### src/rtl/core/sma_pkg.sv
// Shared constants and types of the smoothed moving average block.
// Used by the divider, the top level and the checker; no dependencies.
package sma_pkg;

	// Width of the period register and of every period-sized counter.
	localparam int P_W = 11;

	// Largest value the period register can hold.
	localparam int PERIOD_REG_MAX = (1 << P_W) - 1;

	// Reset value of the period register.
	localparam logic [P_W-1:0] PERIOD_RESET = P_W'(30);

	// Default parameter values of the top level.
	localparam int PERIOD_MAX_DEF   = 1024;
	localparam int SAMPLE_WIDTH_DEF = 32;

	// Status of the serial divider as seen by the sequencer.
	typedef struct packed {
		logic busy;
		logic done;
	} sma_div_status_t;

endpackage

### src/rtl/core/sma_div.sv
// Restoring serial divider, one quotient bit per cycle.
// Divides an unsigned dividend by an unsigned period; depends on sma_pkg.
module sma_div #(
	parameter int DIV_W = 42
) (
	input  logic                        clk,
	input  logic                        arst_n,
	input  logic                        start,
	input  logic [DIV_W-1:0]            dividend,
	input  logic [sma_pkg::P_W-1:0]     divisor,
	output logic [DIV_W-1:0]            quotient,
	output sma_pkg::sma_div_status_t    status
);

	localparam int CNT_W = $clog2(DIV_W + 1);

	logic [sma_pkg::P_W:0]   rem_q;
	logic [DIV_W-1:0]        acc_q;
	logic [sma_pkg::P_W-1:0] dsr_q;
	logic [CNT_W-1:0]        cnt_q;

	logic [sma_pkg::P_W:0]   rem_sh;
	logic [sma_pkg::P_W:0]   trial;
	logic                    ge;

	// The remainder stays below the divisor, so its top bit is free for the shift.
	assign rem_sh = {rem_q[sma_pkg::P_W-1:0], acc_q[DIV_W-1]};
	assign trial  = rem_sh - {1'b0, dsr_q};
	assign ge     = rem_sh >= {1'b0, dsr_q};

	assign status.busy = cnt_q != '0;
	assign status.done = cnt_q == CNT_W'(1);
	assign quotient    = acc_q;

	always_ff @(posedge clk or negedge arst_n) begin
		if (!arst_n) begin
			cnt_q <= '0;
		end else if (start) begin
			cnt_q <= CNT_W'(DIV_W);
		end else if (cnt_q != '0) begin
			cnt_q <= cnt_q - CNT_W'(1);
		end
	end

	always_ff @(posedge clk) begin
		if (start) begin
			rem_q <= '0;
			acc_q <= dividend;
			dsr_q <= divisor;
		end else if (cnt_q != '0) begin
			rem_q <= ge ? trial : rem_sh;
			acc_q <= {acc_q[DIV_W-2:0], ge};
		end
	end

endmodule

### src/rtl/core/smoothed_moving_average_unit.sv
// An item that needs a division runs through the serial divider and ST_FIN before its result
// reaches ST_DONE; an item that yields an invalid result without dividing goes straight to
// ST_DONE. No new input beat is taken until the last result has left ST_DONE for the output
// register; while a result beat is held back by out_ready, the next finished result waits in
// ST_DONE, and that delays the input beat after it as long.
// Reset (arst_n low, asynchronous): the series state clears and period returns to 30.
module smoothed_moving_average_unit #(
	parameter int PERIOD_MAX   = sma_pkg::PERIOD_MAX_DEF,
	parameter int SAMPLE_WIDTH = sma_pkg::SAMPLE_WIDTH_DEF
) (
	input  logic                          clk,
	input  logic                          arst_n,
	// Configuration write channel: the period register.
	input  logic                          cfg_valid,
	output logic                          cfg_ready,
	input  logic [sma_pkg::P_W-1:0]       cfg_data,
	// Input sample channel.
	input  logic                          in_valid,
	output logic                          in_ready,
	input  logic                          series_start,
	input  logic signed [SAMPLE_WIDTH-1:0] sample,
	input  logic                          sample_valid,
	// Result channel.
	output logic                          out_valid,
	input  logic                          out_ready,
	output logic signed [SAMPLE_WIDTH-1:0] average,
	output logic                          average_valid
);

	localparam int P_W   = sma_pkg::P_W;
	localparam int SW    = SAMPLE_WIDTH;
	// The running sum holds up to PERIOD_MAX samples, so it needs log2 extra bits.
	localparam int SUM_W = SW + $clog2(PERIOD_MAX);
	localparam int DIV_W = SUM_W;
	// The register cannot exceed its own width, so the clip only matters below that.
	localparam int PCLIP_I = (PERIOD_MAX > sma_pkg::PERIOD_REG_MAX) ?
		sma_pkg::PERIOD_REG_MAX : PERIOD_MAX;
	localparam logic [P_W-1:0] PCLIP = PCLIP_I[P_W-1:0];

	typedef enum logic [1:0] {
		ST_IDLE,
		ST_DIV,
		ST_FIN,
		ST_DONE
	} state_t;

	state_t state_q;

	logic [P_W-1:0]        period_q;
	logic [P_W-1:0]        count_q;
	logic signed [SUM_W-1:0] sum_q;
	logic signed [SW-1:0]  prev_q;
	logic                  broken_q;
	logic                  seed_q;
	logic                  neg_q;
	logic signed [SW-1:0]  res_avg_q;
	logic                  res_ok_q;

	// Effective period: zero acts as one and values above the maximum are clipped.
	logic [P_W-1:0]        p_eff;
	logic                  in_beat;
	logic [P_W-1:0]        cnt_base;
	logic [P_W-1:0]        cnt_clip;
	logic [P_W-1:0]        cnt_inc;
	logic                  brk;
	logic signed [SUM_W-1:0] sum_base;
	logic signed [SUM_W-1:0] sum_add;
	logic signed [SW-1:0]  prev_base;
	logic signed [SW:0]    diff;
	logic                  filling;
	logic [P_W-1:0]        count_n;
	logic signed [SUM_W-1:0] sum_n;
	logic                  need_div;
	logic                  seed_n;
	logic signed [SUM_W-1:0] num;
	logic [DIV_W-1:0]      dvd;

	logic [DIV_W-1:0]      quo;
	sma_pkg::sma_div_status_t div_st;
	logic [DIV_W-1:0]      q_floor;
	logic signed [SW-1:0]  avg_fin;
	logic                  out_load;

	always_comb begin
		if (period_q == '0) begin
			p_eff = P_W'(1);
		end else if (period_q > PCLIP) begin
			p_eff = PCLIP;
		end else begin
			p_eff = period_q;
		end
	end

	assign cfg_ready = 1'b1;
	assign in_ready  = (state_q == ST_IDLE) && !div_st.busy;
	assign in_beat   = in_valid && in_ready;

	// Series bookkeeping for the item on the input port. A start beat sees cleared
	// state; a count left above a lowered period is pulled back to it.
	always_comb begin
		cnt_base  = series_start ? '0 : count_q;
		cnt_clip  = (cnt_base > p_eff) ? p_eff : cnt_base;
		cnt_inc   = cnt_clip + P_W'(1);
		brk       = (series_start ? 1'b0 : broken_q) | ~sample_valid;
		sum_base  = series_start ? '0 : sum_q;
		prev_base = series_start ? '0 : prev_q;
		sum_add   = sum_base + SUM_W'(sample);
		diff      = (SW+1)'(sample) - (SW+1)'(prev_base);
		filling   = cnt_clip < p_eff;
		if (filling) begin
			// Seeding: sum the sample unless the series is broken, and divide the sum once the window is full.
			count_n  = cnt_inc;
			sum_n    = brk ? sum_base : sum_add;
			need_div = !brk && (cnt_inc == p_eff);
			seed_n   = 1'b1;
			num      = sum_add;
		end else begin
			// Recurrence: previous + floor((sample - previous) / period).
			count_n  = cnt_clip;
			sum_n    = sum_base;
			need_div = !brk;
			seed_n   = 1'b0;
			num      = SUM_W'(diff);
		end
		// For a negative n, floor(n / d) equals the complement of (~n) / d.
		dvd = num[SUM_W-1] ? DIV_W'(~num) : DIV_W'(num);
	end

	sma_div #(
		.DIV_W (DIV_W)
	) u_div (
		.clk      (clk),
		.arst_n   (arst_n),
		.start    (in_beat && need_div),
		.dividend (dvd),
		.divisor  (p_eff),
		.quotient (quo),
		.status   (div_st)
	);

	assign q_floor = neg_q ? ~quo : quo;
	assign avg_fin = seed_q ? q_floor[SW-1:0] : prev_q + q_floor[SW-1:0];

	// The finished result moves into the output register once that register is free.
	assign out_load = (state_q == ST_DONE) && (!out_valid || out_ready);

	always_ff @(posedge clk or negedge arst_n) begin
		if (!arst_n) begin
			state_q       <= ST_IDLE;
			period_q      <= sma_pkg::PERIOD_RESET;
			count_q       <= '0;
			sum_q         <= '0;
			prev_q        <= '0;
			broken_q      <= 1'b0;
			seed_q        <= 1'b0;
			neg_q         <= 1'b0;
			res_avg_q     <= '0;
			res_ok_q      <= 1'b0;
			out_valid     <= 1'b0;
			average       <= '0;
			average_valid <= 1'b0;
		end else begin
			if (cfg_valid && cfg_ready) begin
				period_q <= cfg_data;
			end
			if (out_load) begin
				out_valid     <= 1'b1;
				average       <= res_avg_q;
				average_valid <= res_ok_q;
			end else if (out_valid && out_ready) begin
				out_valid <= 1'b0;
			end
			unique case (state_q)
				ST_IDLE: begin
					if (in_beat) begin
						count_q  <= count_n;
						sum_q    <= sum_n;
						broken_q <= brk;
						prev_q   <= prev_base;
						seed_q   <= seed_n;
						neg_q    <= num[SUM_W-1];
						if (need_div) begin
							state_q <= ST_DIV;
						end else begin
							// No division: the result is invalid and reads as zero.
							res_avg_q <= '0;
							res_ok_q  <= 1'b0;
							state_q   <= ST_DONE;
						end
					end
				end
				ST_DIV: begin
					if (div_st.done) begin
						state_q <= ST_FIN;
					end
				end
				ST_FIN: begin
					prev_q    <= avg_fin;
					res_avg_q <= avg_fin;
					res_ok_q  <= 1'b1;
					state_q   <= ST_DONE;
				end
				ST_DONE: begin
					// Hand the result over once the output register is free.
					if (out_load) begin
						state_q <= ST_IDLE;
					end
				end
				default: begin
					state_q <= ST_IDLE;
				end
			endcase
		end
	end

endmodule

### config.mk
export PLATFORM = sky130hd
export DESIGN_NAME = smoothed_moving_average_unit
export DESIGN_NICKNAME = d
export VERILOG_FILES = /design/src/rtl/core/sma_pkg.sv /design/src/rtl/core/sma_div.sv /design/src/rtl/core/smoothed_moving_average_unit.sv
export SDC_FILE = /design/constraint.sdc
export NUM_CORES = 1
export LEC_CHECK = 0
export BUFFER_PORTS_ARGS = -buffer_cell sky130_fd_sc_hd__buf_2
export CAP_MARGIN = 10
export CORE_MARGIN = 8
export CORE_UTILIZATION = 35
export CTS_CLUSTER_SIZE = 12
export DETAILED_ROUTE_END_ITERATION = 8
export GPL_TIMING_DRIVEN = 0
export PLACE_DENSITY = 0.54
export SETUP_SLACK_MARGIN = 0.4
export SLEW_MARGIN = 0
export SYNTH_ARGS = -nofsm -noshare
export SYNTH_HDL_FRONTEND = slang
export SYNTH_SLANG_ARGS = --single-unit
### constraint.sdc
create_clock -name clk -period 6.5 [get_ports clk]
set_input_delay 0.325 -clock clk [delete_from_list [all_inputs] [get_ports clk]]
set_output_delay 0.325 -clock clk [all_outputs]
set_load 0.005 [all_outputs]
* Word level (Yosys, flattened, before mapping)
Index checks and enable logic that the tools add are counted.
** Storage, ports and cells
- Bits in registers :: 238
** Operators by class
- $add $sub $neg :: 6
- Order comparisons :: 4
- Equality and inequality tests :: 9
- Multiplexer cells :: 36
- Bitwise gates (word level) :: 4
- Reductions and logical operators :: 20
** Operators with widths (number)
- two-way mux 42 bit :: 7
- two-way mux 32 bit :: 6
- case mux 32 bit (2 select lines) :: 2
- two-way mux 11 bit :: 6
- adder 42 x 32 -> 42 bit :: 1
- NOT 42 bit :: 1
- subtractor 32 x 32 -> 33 bit :: 1
- adder 32 bit :: 1
- NOT 32 bit :: 1
- greater-or-equal comparator 12 x 11 -> 1 bit :: 1
- two-way mux 6 bit :: 2
- adder 11 x 1 -> 11 bit, second input constant :: 1
- == test 11 bit :: 1
- > comparator 11 bit :: 1
- > comparator 11 bit, second input constant :: 1
- zero test 11 bit :: 1
- < comparator 11 bit :: 1
- subtractor 11 bit :: 1
- two-way mux 2 bit :: 4
- inequality test 2 bit, second input constant :: 4
- case mux 2 bit (4 select lines) :: 1
- two-way mux 1 bit :: 7
- == test 6 x 1 -> 1 bit, second input constant :: 1
- logical AND 1 bit :: 6
- other kinds (13) :: 20

* Logic depth before layout (Yosys ltp)
- Depth after elaboration :: 12
- Mapped depth :: 28

* Modules after synthesis
From an unflattened synthesis, not the netlist that was laid out.
** Second synthesis, totals
- Cells, all modules :: 2039
- Area, all modules :: 18442.7 sq um
** Modules (own cells, without submodules)
- smoothed_moving_average_unit :: times used 1, cells an instance 1752, area an instance 14884.3 sq um, seq. area each 4209.0 sq um
- sma_div :: times used 1, cells an instance 287, area an instance 3558.4 sq um, seq. area each 1961.9 sq um

* Least setup slack after synthesis
Ideal clock, no wire load.
- Path type :: register -> register
- Start :: register period_q[10]
- End :: register u_div.acc_q[0], in the netlist u_div.quotient[0] (enable)
- Arrival time :: 5.546 ns
- Path slack :: 0.554 ns
- Stages on the path, launching flop included :: 26
- Buffers on the path :: 6
- Cell sequence :: dfrtp_1 -> buf_2 -> nor2b_1 -> inv_1 -> ha_1 -> a21oi_1 -> o21ai_1 -> a2111oi_4 -> or2_1 -> buf_2 -> clkbuf_1 -> nand2_1 -> o21ai_0 -> ha_1 -> clkbuf_1 -> nand2_1 -> nor3_1 -> xnor2_1 -> nand3_1 -> nor4bb_1 -> o221ai_1 -> o21ai_1 -> nand2_2 -> buf_2 -> buf_2 -> nand2_1
** Between the ends
- Longest elaborated chain between the ends :: 11
- Elaborated cells on any way between the ends :: 13
- Those cells by class :: 1 x add/sub; 3 x order compare; 1 x eq/ne; 4 x mux; 4 x reduce/logical
** Ends and longest elaborated chain
- start: declaration :: RTL line smoothed_moving_average_unit.sv:49 : logic [P_W-1:0] period_q;
- start signal: assignment :: RTL line smoothed_moving_average_unit.sv:150 : period_q <= sma_pkg::PERIOD_RESET;
- start signal: assignment :: RTL line smoothed_moving_average_unit.sv:164 : period_q <= cfg_data;
- > comparator 11 bit :: RTL line smoothed_moving_average_unit.sv:87 : end else if (period_q > PCLIP) begin
- two-way mux 11 bit :: RTL line smoothed_moving_average_unit.sv:87
- two-way mux 11 bit (*) :: RTL line smoothed_moving_average_unit.sv:85 : if (period_q == '0) begin
- net p_eff[6] :: RTL line smoothed_moving_average_unit.sv:60 : logic [P_W-1:0] p_eff;
- > comparator 11 bit :: RTL line smoothed_moving_average_unit.sv:102 : cnt_clip = (cnt_base > p_eff) ? p_eff : cnt_base;
- two-way mux 11 bit :: RTL line smoothed_moving_average_unit.sv:102
- adder 11 x 1 -> 11 bit :: RTL line smoothed_moving_average_unit.sv:103 : cnt_inc = cnt_clip + P_W'(1);
- == test 11 bit :: RTL line smoothed_moving_average_unit.sv:114 : need_div = !brk && (cnt_inc == p_eff);
- logical AND 1 bit :: RTL line smoothed_moving_average_unit.sv:114
- two-way mux 1 bit (*) :: RTL line smoothed_moving_average_unit.sv:110 : if (filling) begin
- logical AND 1 bit (*) :: RTL line smoothed_moving_average_unit.sv:134 : .start (in_beat && need_div),
- nonzero test 2 bit (no source line) (*)
- end signal: assignment :: RTL line sma_div.sv:48 : acc_q <= dividend;
- end signal: assignment :: RTL line sma_div.sv:52 : acc_q <= {acc_q[DIV_W-2:0], ge};
- end: declaration :: RTL line sma_div.sv:18 : logic [DIV_W-1:0] acc_q;
Mark *: on every way through the listed nets, which the timed path passes. The rest lies on a longest branch.
A chain may end at the register's enable or synchronous reset.

* Worst setup path in the final report
- Start :: register period_q[10]
- End :: register u_div.acc_q[19], in the netlist u_div.quotient[19], data pin
** Between the ends
- Longest elaborated chain between the ends :: 11
- Elaborated cells on any way between the ends :: 16
- Those cells by class :: 1 x add/sub; 3 x order compare; 1 x eq/ne; 7 x mux; 1 x bitwise; 3 x reduce/logical
** Ends and longest elaborated chain
- > comparator 11 bit :: RTL line smoothed_moving_average_unit.sv:87
- two-way mux 11 bit :: RTL line smoothed_moving_average_unit.sv:87
- two-way mux 11 bit (*) :: RTL line smoothed_moving_average_unit.sv:85
- > comparator 11 bit :: RTL line smoothed_moving_average_unit.sv:102
- two-way mux 11 bit :: RTL line smoothed_moving_average_unit.sv:102
- adder 11 x 1 -> 11 bit :: RTL line smoothed_moving_average_unit.sv:103
- == test 11 bit :: RTL line smoothed_moving_average_unit.sv:114
- logical AND 1 bit :: RTL line smoothed_moving_average_unit.sv:114
- two-way mux 1 bit :: RTL line smoothed_moving_average_unit.sv:110
- logical AND 1 bit :: RTL line smoothed_moving_average_unit.sv:134
- two-way mux 42 bit (*) :: RTL line sma_div.sv:46 : if (start) begin
Every way passes the cells marked *; elsewhere a longest branch is shown, timed or not.

==> impl_metrics.env <==
export IMPL_status="finished clean"
export IMPL_r2r_start="period_q[10]"
export IMPL_ys_seq_area_share_pct=33.8
export IMPL_drtIter0Drc=1300
export IMPL_routabilityCongestion=0.956
export IMPL_drcViolationCount=0
export IMPL_synthTopCellsByCount="nand2_1 (221), dfrtp_1 (170), o21ai_0 (162), ha_1 (145), a21oi_1 (127)"
export IMPL_final_area_mm2=0.0209
export IMPL_cts_tree="built"
export IMPL_num_vias=15615
export IMPL_slew_headroom_pct=41.2
export IMPL_crit_path_max_incr_delay_ns=0.70
export IMPL_yosys_cell_count_top_type="nand2_1"
export IMPL_power_density_mw_per_mm2=463
export IMPL_required_ns=6.81
export IMPL_utilization_pct=40.7
export IMPL_setup_viol=0
export IMPL_clkLatencyLatePin_ns=0.57
export IMPL_start_kind="flip-flop"
export IMPL_rsz0062_at_grt="false"
export IMPL_layout_min_cycle_time_ns=5.78
export IMPL_syn_num_nets=2257
export IMPL_synth_enable_flop_cells=53
export IMPL_crit_slowest_cell="buf_1"
export IMPL_dpl_hpwl_mm=43.4
export IMPL_ys_ff_latch=238
export IMPL_vias_per_cell=5.39
export IMPL_overflow=0
export IMPL_ys_flop_type="dfrtp_1"
export IMPL_yosysWarnings=0
export IMPL_cts_root_buffer="clkbuf_16"
export IMPL_ys_top_cells_by_area="dfrtp_1 (23%), ha_1 (9.9%), edfxtp_1 (8.7%), xnor2_1 (4.9%), nand2_1 (4.5%)"
export IMPL_finalMaxSlewViolations=0
export IMPL_synth_avg_cell_area_um2=8.86
export IMPL_crit_arrival_ns=6.09
export IMPL_rows=83
export IMPL_reg2reg_to="u_div.quotient[19]"
export IMPL_ys_types=88
export IMPL_clock_sinks=238
export IMPL_cap_violations=0
export IMPL_nets=2394
export IMPL_clkTransAtPathRegs_ns=0.06
export IMPL_reg2reg_depth=22
export IMPL_power_leakage_uw=0.00934
export IMPL_path_delay_family="buffers and inverters"
export IMPL_grt_pass1_wl_mm=86.8
export IMPL_min_period_over_period_pct=88.9
export IMPL_synth_top_area_cell="dfrtp_1"
export IMPL_dieArea_mm2=0.0597
export IMPL_async_flop_share_pct=73.1
export IMPL_track_usage_pct=18.0
export IMPL_wl_mm=55.3
export IMPL_yosys_area_top_type_share_pct=23.3
export IMPL_whs_path_depth=2
export IMPL_antennaDiodeCount=0
export IMPL_cp_end_kind="flip-flop"
export IMPL_worst_hold_path_type="in -> reg"
export IMPL_antenna_left=0
export IMPL_cts_buffer_depth=3
export IMPL_worst_pin_slew_ns=0.871
export IMPL_ios=86
export IMPL_crit_path_max_fanout=10
export IMPL_synth_cells=2058
export IMPL_holdCritStartpoint="cfg_valid"
export IMPL_synth_area_mm2=0.0182
export IMPL_io_buffers=83
export IMPL_ir_drop_uv=208
export IMPL_worstSetupPathType="reg -> reg"
export IMPL_r2r_slack_ns=0.72
export IMPL_drive_above_1_share_pct=11.9
export IMPL_grt_max_degree=110
export IMPL_hold_violations=0
export IMPL_cts_buffers_inserted=30
export IMPL_coreArea_mm2=0.0514
export IMPL_die_width_um=244
export IMPL_critPathBufInv=6
export IMPL_htreeDepth=1
export IMPL_start_util_pct=35.5
export IMPL_place_area_mm2=0.0196
export IMPL_wl_per_cell_um=19.1
export IMPL_firstDrtPassIters=6
export IMPL_fmax_ghz=0.173
export IMPL_grt_pass1_vias=15126
export IMPL_hold_end="period_q[0]"
export IMPL_fin_skew_ns=0.0114
export IMPL_cp_cell_sequence="buf_2 > inv_2 > nand2_2 > ha_1 > a211oi_1 > nor2_1 > a2111oi_4 > or2_1 > clkbuf_4 > buf_4 > o21ai_1 > ha_1 > nor2b_1 > o21a_1 > o21ai_0 > a21oi_1 > o22a_1 > clkbuf_1 > buf_1 > mux2i_1 > xnor2_1 > o21ai_1"
export IMPL_fp_dieH_um=244
export IMPL_synthToLayoutAreaGrowth_pct=14.6
export IMPL_antenna_found_initial=0
state kept, by name (all words and copies together) (netlist names):
register / count
prev_q: 32
state_q: 2
seed_q: 1
res_ok_q: 1
count_q: 11
neg_q: 1
u_div.dsr_q: 11
broken_q: 1
res_avg_q: 32
out_valid: 1
period_q: 11
u_div.quotient: 42
average: 32
u_div.rem_q: 11
sum_q: 42
u_div.cnt_q: 6
average_valid: 1
how the worst max path moves through the flow:
stage	end	cells past startpoint	start	slack [ns]
after detailed placement	u_div.quotient[5]	26	series_start	-0.78
final	u_div.quotient[19]	22	period_q[10]	0.72
after CTS	u_div.quotient[22]	25	period_q[10]	0.41
after global placement	u_div.quotient[5]	25	series_start	-1.65
after global routing	u_div.quotient[21]	26	period_q[10]	0.40
after floorplan	u_div.quotient[0]	25	period_q[10]	0.55
cell usage in the layout, fill, tap and decap left out, drive strengths merged, types with 15 or more instances in the layout:
cell type / netlist / layout
nand2: 223 / 223
o21ai: 206 / 206
dfrtp: 170 / 170
ha: 145 / 145
a21oi: 128 / 128
buf: 28 / 119
clkbuf: 66 / 112
xnor2: 102 / 102
nor2: 91 / 91
inv: 85 / 85
xor2: 70 / 70
nor2b: 63 / 63
nand2b: 62 / 62
nand3: 56 / 56
edfxtp: 53 / 53
a21o: 50 / 50
mux2: 48 / 48
nor3: 43 / 43
a22o: 42 / 42
a211oi: 28 / 28
mux2i: 21 / 21
a31oi: 17 / 17
and3: 17 / 17
o21a: 16 / 16
and2: 15 / 15
o21bai: 15 / 15
where the power goes:
part	internal (uW)	leakage (uW)	total (uW)	switching [uW]
Combinational	2240	0.00595	5440	3200
Clock	1070	0.000504	1740	676
Sequential	2120	0.00289	2500	380
Total	5430	0.00934	9690	4260
cells by family after synthesis:
logic type	share of synthesized area, %
other	0.0206
muxes	4.12
adders and majority gates	10.4
buffers and inverters	3.97
AOI/OAI and AO/OA	22.5
and+or+nand+nor	16.9
DFF	33.8
xor gates and xnor gates	8.26
layout make-up:
type,count,area (um^2)
Fill cell,5187,30500
Clock inverter,12,171
Buffer,94,443
Timing Repair Buffer,105,674
Clock buffer,44,855
Tap cell,680,851
Inverter,85,319
Sequential cell,238,6170
Multi-Input combinational cell,1641,11400
per-layer routing:
layer	vias to the layer above	GRT usage [%]	part of all wire, %
met5	-	0	0
met3	55	2.26	5.6
met2	399	27.8	44
li1	7745	-	-
met4	0	4.38	1.9
met1	7416	26.3	49
stage by stage:
step	setup WS, ns	cells	setup TNS, ns	total power, uW	hold slack (ns)
6_report	0.721	2899	0	9690	0.0526
5_1_grt	0.404	2899	0	10500	0.0209
4_1_cts	0.406	2893	0	9700	0.00716
3_5_place_dp	-0.781	2824	-63.05	7890	0.350
3_3_place_gp	-1.65	2821	-122.16	7810	0.453
2_1_floorplan	0.554	2058	0	6430	0.0294
timing repair:
item                                    4_1_cts  5_1_grt
endpoints found under the hold margin        72        0
hold buffers                                 12        0
setup buffers                                 1        5
gates resized for setup                      17       33
gates cloned                                  0        1
endpoints found under the setup margin      184      129
pin swaps                                     1        3
Power figures use the tool's default switching activity.
